$ cat src/ddo_pkg.sv
`timescale 1ns / 1ps
`default_nettype none
// ----------------------------------------------------------------------------
// ddo_pkg: shared types and helpers of the oscillator step core
// Beat payloads, configuration register indexes, sequencer states, the
// saturating clamps and the elaboration-time cosine table generator.
// ----------------------------------------------------------------------------
package ddo_pkg;

  // Input and result beats.
  typedef struct packed {
    logic               operation;
    logic signed [31:0] initial_position;
    logic signed [31:0] initial_velocity;
  } in_item_t;

  typedef struct packed {
    logic [31:0]        step_index;
    logic signed [31:0] position;
    logic signed [31:0] velocity;
    logic signed [31:0] acceleration;
    logic [31:0]        energy;
    logic               saturated;
  } out_item_t;

  localparam logic OP_START = 1'b0;
  localparam logic OP_STEP  = 1'b1;

  localparam int CFG_INDEX_W = 3;
  localparam logic [CFG_INDEX_W-1:0] REG_TIME_STEP          = 3'd0;
  localparam logic [CFG_INDEX_W-1:0] REG_HALF_INVERSE_STEP  = 3'd1;
  localparam logic [CFG_INDEX_W-1:0] REG_STIFFNESS_PER_MASS = 3'd2;
  localparam logic [CFG_INDEX_W-1:0] REG_DAMPING_PER_MASS   = 3'd3;
  localparam logic [CFG_INDEX_W-1:0] REG_FORCE_PER_MASS     = 3'd4;
  localparam logic [CFG_INDEX_W-1:0] REG_PHASE_INCREMENT    = 3'd5;
  localparam logic [CFG_INDEX_W-1:0] REG_PHASE_OFFSET       = 3'd6;
  localparam logic [CFG_INDEX_W-1:0] REG_MASS               = 3'd7;

  typedef enum logic [4:0] {
    ST_IDLE,
    ST_ACC1, ST_ACC2, ST_ACC3, ST_ACC4, ST_ACC5,
    ST_AD1,  ST_AD2,  ST_AD3,  ST_AD4,
    ST_X1,   ST_X2,   ST_DIFF,
    ST_V1,   ST_V2,   ST_V3,   ST_V4,
    ST_E1,   ST_E2,   ST_E3
  } state_t;

  // Multiplier operands are 33-bit signed so that unsigned 32-bit values fit.
  typedef logic signed [32:0] opd_t;

  // Wide signed value for exact products, rounding and multi-term sums.
  typedef logic signed [66:0] wide_t;

  typedef struct packed {
    logic extra_shift;     // round away one more fraction bit (halving)
    logic unsigned_clamp;  // clamp to the unsigned 32-bit range
  } mul_ctl_t;

  typedef struct packed {
    logic [31:0] value;
    logic        sat;
  } sat_val_t;

  localparam wide_t S32_MAX = 67'sh0_7FFF_FFFF;
  localparam wide_t S32_MIN = -67'sh0_8000_0000;
  localparam wide_t U32_MAX = 67'sh0_FFFF_FFFF;

  function automatic sat_val_t sat_s32(wide_t v);
    sat_val_t r;
    r.sat   = 1'b0;
    r.value = v[31:0];
    if (v > S32_MAX) begin
      r.value = 32'h7FFF_FFFF;
      r.sat   = 1'b1;
    end else if (v < S32_MIN) begin
      r.value = 32'h8000_0000;
      r.sat   = 1'b1;
    end
    return r;
  endfunction

  function automatic sat_val_t sat_u32(wide_t v);
    sat_val_t r;
    r.sat   = 1'b0;
    r.value = v[31:0];
    if (v > U32_MAX) begin
      r.value = 32'hFFFF_FFFF;
      r.sat   = 1'b1;
    end
    return r;
  endfunction

  function automatic opd_t opd_s(logic signed [31:0] v);
    return {v[31], v};
  endfunction

  function automatic opd_t opd_u(logic [31:0] v);
    return {1'b0, v};
  endfunction

  function automatic opd_t opd_abs(logic signed [31:0] v);
    opd_t e;
    e = {v[31], v};
    return v[31] ? -e : e;
  endfunction

  // Cosine table generation, evaluated at elaboration only.
  localparam longint HALF_PI_Q30 = 64'd1686629713;
  localparam longint Q30_ONE     = 64'd1 << 30;
  localparam longint TAYLOR_DIV [7] = '{182, 132, 90, 56, 30, 12, 2};

  // Nested Taylor series of cos in Q2.30, rounded to fb fraction bits.
  function automatic longint cos_entry(longint angle, int fb);
    longint x2;
    longint t;
    longint p;
    int     k;
    x2 = (angle * angle) >>> 30;
    t  = Q30_ONE;
    for (k = 0; k < 7; k++) begin
      p = (t > 0) ? ((x2 * t) >>> 30) / TAYLOR_DIV[k] : 64'd0;
      t = Q30_ONE - p;
    end
    if (t < 0) begin
      t = 0;
    end
    t = (t + (64'sd1 <<< (29 - fb))) >>> (30 - fb);
    if (t > (64'sd1 <<< fb)) begin
      t = 64'sd1 <<< fb;
    end
    return t;
  endfunction

endpackage
`default_nettype wire

$ cat src/ddo_mul_unit.sv
`timescale 1ns / 1ps
`default_nettype none
// ----------------------------------------------------------------------------
// ddo_mul_unit: shared multiplier with rounding and clamping
// Registers the exact 33x33 product, then rounds half up at FRACTION_BITS
// (or one more bit) and clamps to the signed or unsigned 32-bit range.
// ----------------------------------------------------------------------------
module ddo_mul_unit #(
  parameter int FRACTION_BITS = 16
) (
  input  wire                 clk,
  input  ddo_pkg::opd_t       op_a,
  input  ddo_pkg::opd_t       op_b,
  input  ddo_pkg::mul_ctl_t   ctl,
  output ddo_pkg::sat_val_t   rsp
);

  localparam ddo_pkg::wide_t RND_N = ddo_pkg::wide_t'(1) <<< (FRACTION_BITS - 1);
  localparam ddo_pkg::wide_t RND_X = ddo_pkg::wide_t'(1) <<< FRACTION_BITS;

  logic signed [65:0] product_r;
  ddo_pkg::mul_ctl_t  ctl_r;
  ddo_pkg::wide_t     rnd_sum;
  ddo_pkg::wide_t     shifted;

  always_ff @(posedge clk) begin
    product_r <= op_a * op_b;
    ctl_r     <= ctl;
  end

  // The result is read in the cycle after the operands were presented.
  always_comb begin
    rnd_sum = ddo_pkg::wide_t'(product_r) + (ctl_r.extra_shift ? RND_X : RND_N);
    shifted = ctl_r.extra_shift ? (rnd_sum >>> (FRACTION_BITS + 1))
                                : (rnd_sum >>> FRACTION_BITS);
    rsp     = ctl_r.unsigned_clamp ? ddo_pkg::sat_u32(shifted) : ddo_pkg::sat_s32(shifted);
  end

endmodule
`default_nettype wire

$ cat config.mk
export PLATFORM = sky130hd
export DESIGN_NAME = ddo_mul_unit
export DESIGN_NICKNAME = d
export VERILOG_FILES = /design/src/ddo_pkg.sv /design/src/ddo_mul_unit.sv
export SDC_FILE = /design/constraint.sdc
export NUM_CORES = 2
export LEC_CHECK = 0
export BUFFER_PORTS_ARGS = -buffer_cell sky130_fd_sc_hd__buf_2
export CAP_MARGIN = 20
export CELL_PAD_IN_SITES_DETAIL_PLACEMENT = 1
export CELL_PAD_IN_SITES_GLOBAL_PLACEMENT = 1
export CORE_MARGIN = 2
export CORE_UTILIZATION = 30
export CTS_CLUSTER_SIZE = 24
export DETAILED_ROUTE_END_ITERATION = 8
export PLACE_DENSITY = 0.5
export RECOVER_POWER = 50
export SLEW_MARGIN = 20
export SYNTH_ARGS = -nofsm -noshare
export SYNTH_HDL_FRONTEND = slang
export SYNTH_SLANG_ARGS = --single-unit
$ cat constraint.sdc
create_clock -name clk -period 12.4 [get_ports clk]
set_input_delay 3.1 -clock clk [delete_from_list [all_inputs] [get_ports clk]]
set_output_delay 3.1 -clock clk [all_outputs]
set_load 0.03 [all_outputs]
==> results.md <==
- Outcome: completed
- Cell taking the most area after synthesis: fa_1
- Max-cap violation count: 0
- Met2 wire len: approximately 67 mm
- Max Fanout on Critical Path: 23
- Core footprint: ~140000 µm²
- Dominant cells by area after synthesis: fa_1, inv_1, and2_1, ha_1, nand2_1
- Synthesized net count: between 5000 and 6000
- Port Buf Inserts: 101
- CTS tree: built
- Vias in the first global route: 34200
- Max stage delay on crit path: 850 ps
- FILL cells: 15900
- Post-synth EDFFs: 0
- Worst path buffer plus inverter count: 6
- Total routed wirelength: about 140 mm
- Fmax: approximately 84 MHz
- Vias per cell: 4.65
- Least-Margin Pin Slew: 1330 ps
- Global-route wire length before repair: 218 mm
- Post-synthesis register bit count: 53
- Layout area overhead: 6.48%
- Final period utilization: a little over nine tenths
- Met3 wire length: around 5.6 mm
- Die width: 376 µm
- WL per Instance: approximately 22 µm
- CTS Buf Count: 5
- Rel. slew slack: 11.5%
- CP top delay family: adder cells
- Finish-stage setup viols: 0
- Critical path endpoint category: flip-flop
- Crit-path slowest cell: a211oi_1
- Avg Synthesized Cell Area: 9.16 µm²
- Startpoint Class: primary input
- Hold buffer count at cts: 0
- Root Driver: clkbuf_16
- Library cells used by synthesis: 72
- RSZ-0062 raised after global routing: false
- Placed wire-length estimate: 119 mm
- Seq/Total Area, Yosys: 2.56%
- Post-route minimum period: 11840 ps
- DR iter-0 viols: about 1300
- Most common cell after layout, fill and taps aside: fa_1
- Clk sinks: 53
- # IOs: 102
- Req. time, crit path: 12600 ps
- Initial Utilization: between 30% and 40%
- # nets final: 5927
- Pins Over Slew Limit: 0
- H-tree Lvls: 2
- Clk buf depth: 2
- Total iterations of the first detailed-routing run: 5
- Reg clk slew, reported paths: 70 ps
- Setup bufs post-CTS: 0
- # rows: 136
- Uppermost layer routed: met5
- Initial antenna violation count: 14
- Layout cells sized above 1: 4.58%
- Die height: 376 µm
- Most frequent CP cell: fa_1
- Maximum number of pins on one net before global-route repair: 82
- CP Class: primary input to flip-flop
- Worst EP arrival: approximately 12000 ps
- Most frequent cells in the layout: fa_1, inv_1, nand2_1
- Post-route ant nets: 0
- Final Hold Fails: 0
- Post-Syn Instances: 4524
- Metal-1 WL: 65.7 mm
- Synth Cell Area: 41400 µm²
- Worst hold path type: primary input to flip-flop
- DRC violations left: 0
- Post-CTS sizing: 0
- Synth warn: 0
- Synth async-reset ratio: 0%
- Die Area: 141000 µm²
- GRT Resource Usage Total: about 21%
- Post-synth top area share: 55.3%
- Main synth FF type: dfxtp_1
- GP Congestion: 0.826
- GR Overflow Total: 0
- Total negative slack: 0 ps
- Vias: 29300
-- registers in the layout (all words and copies together), names as in the netlist --
signal	flops
ctl_r	2
product_r	51
-- synthesized netlist by cell type (all sizes together) (17+ instances only) --
cell type	count
a211oi	18
a21o	17
a21oi	63
a31oi	24
and2	546
buf	20
clkbuf	213
dfxtp	53
fa	1145
ha	213
inv	1114
nand2	576
nand2b	19
nand3	34
nand4	24
nor2	101
nor3	31
o21ai	77
xnor2	64
xor2	29
-- cell families after synthesis --
kind of cell	share of synthesized area [%]
simple gates	17.1
fa+ha+maj	61.8
xor+xnor	1.97
mux	0.202
compound gates	4.11
buf+inv	12.3
flops	2.56
-- worst paths after layout --
path / startpoint / to / cells past startpoint
worst min-delay path: ctl[1] / ctl_r[1] / 1
worst max-delay path: op_a[10] / product_r[64] / 26
-- layer usage --
layer  track usage, %  vias to the layer above
met3             2.55                       84
met5                0                        -
li1                 -                    13000
met4             3.16                       10
met2             35.2                      408
met1             28.4                    15800
-- through the flow --
step / instance area [µm²] / worst slack, ps / utilization [%] / hold slack [ps] / instances
after CTS: 44200 / 472 / 32.2 / 2900 / 6295
final: 44100 / 557 / 32.1 / 2910 / 6301
after global placement: 44000 / 274 / 32.1 / 3210 / 6287
after global routing: 44100 / 50.9 / 32.1 / 2890 / 6296
after detailed placement: 44000 / 143 / 32.1 / 3230 / 6287
after floorplan: 41400 / 2050 / - / 3130 / 4524
-- final cells by class --
| cell class | count | area (µm²) | share of cell area, % |
|---|---|---|---|
| Antenna cell | 6 | 15.0 | 0.0340 |
| Clock buffer | 6 | 139 | 0.315 |
| Clock inverter | 2 | 17.5 | 0.0397 |
| Inverter | 1116 | 4190 | 9.50 |
| Multi-Input combinational cell | 3122 | 35200 | 79.9 |
| Sequential cell | 53 | 1060 | 2.41 |
| Tap cell | 1794 | 2240 | 5.09 |
| Timing Repair Buffer | 202 | 1220 | 2.77 |
Power is not shown: default switching activity piles up to over one toggle a cycle in this logic, so the estimate is an artifact.
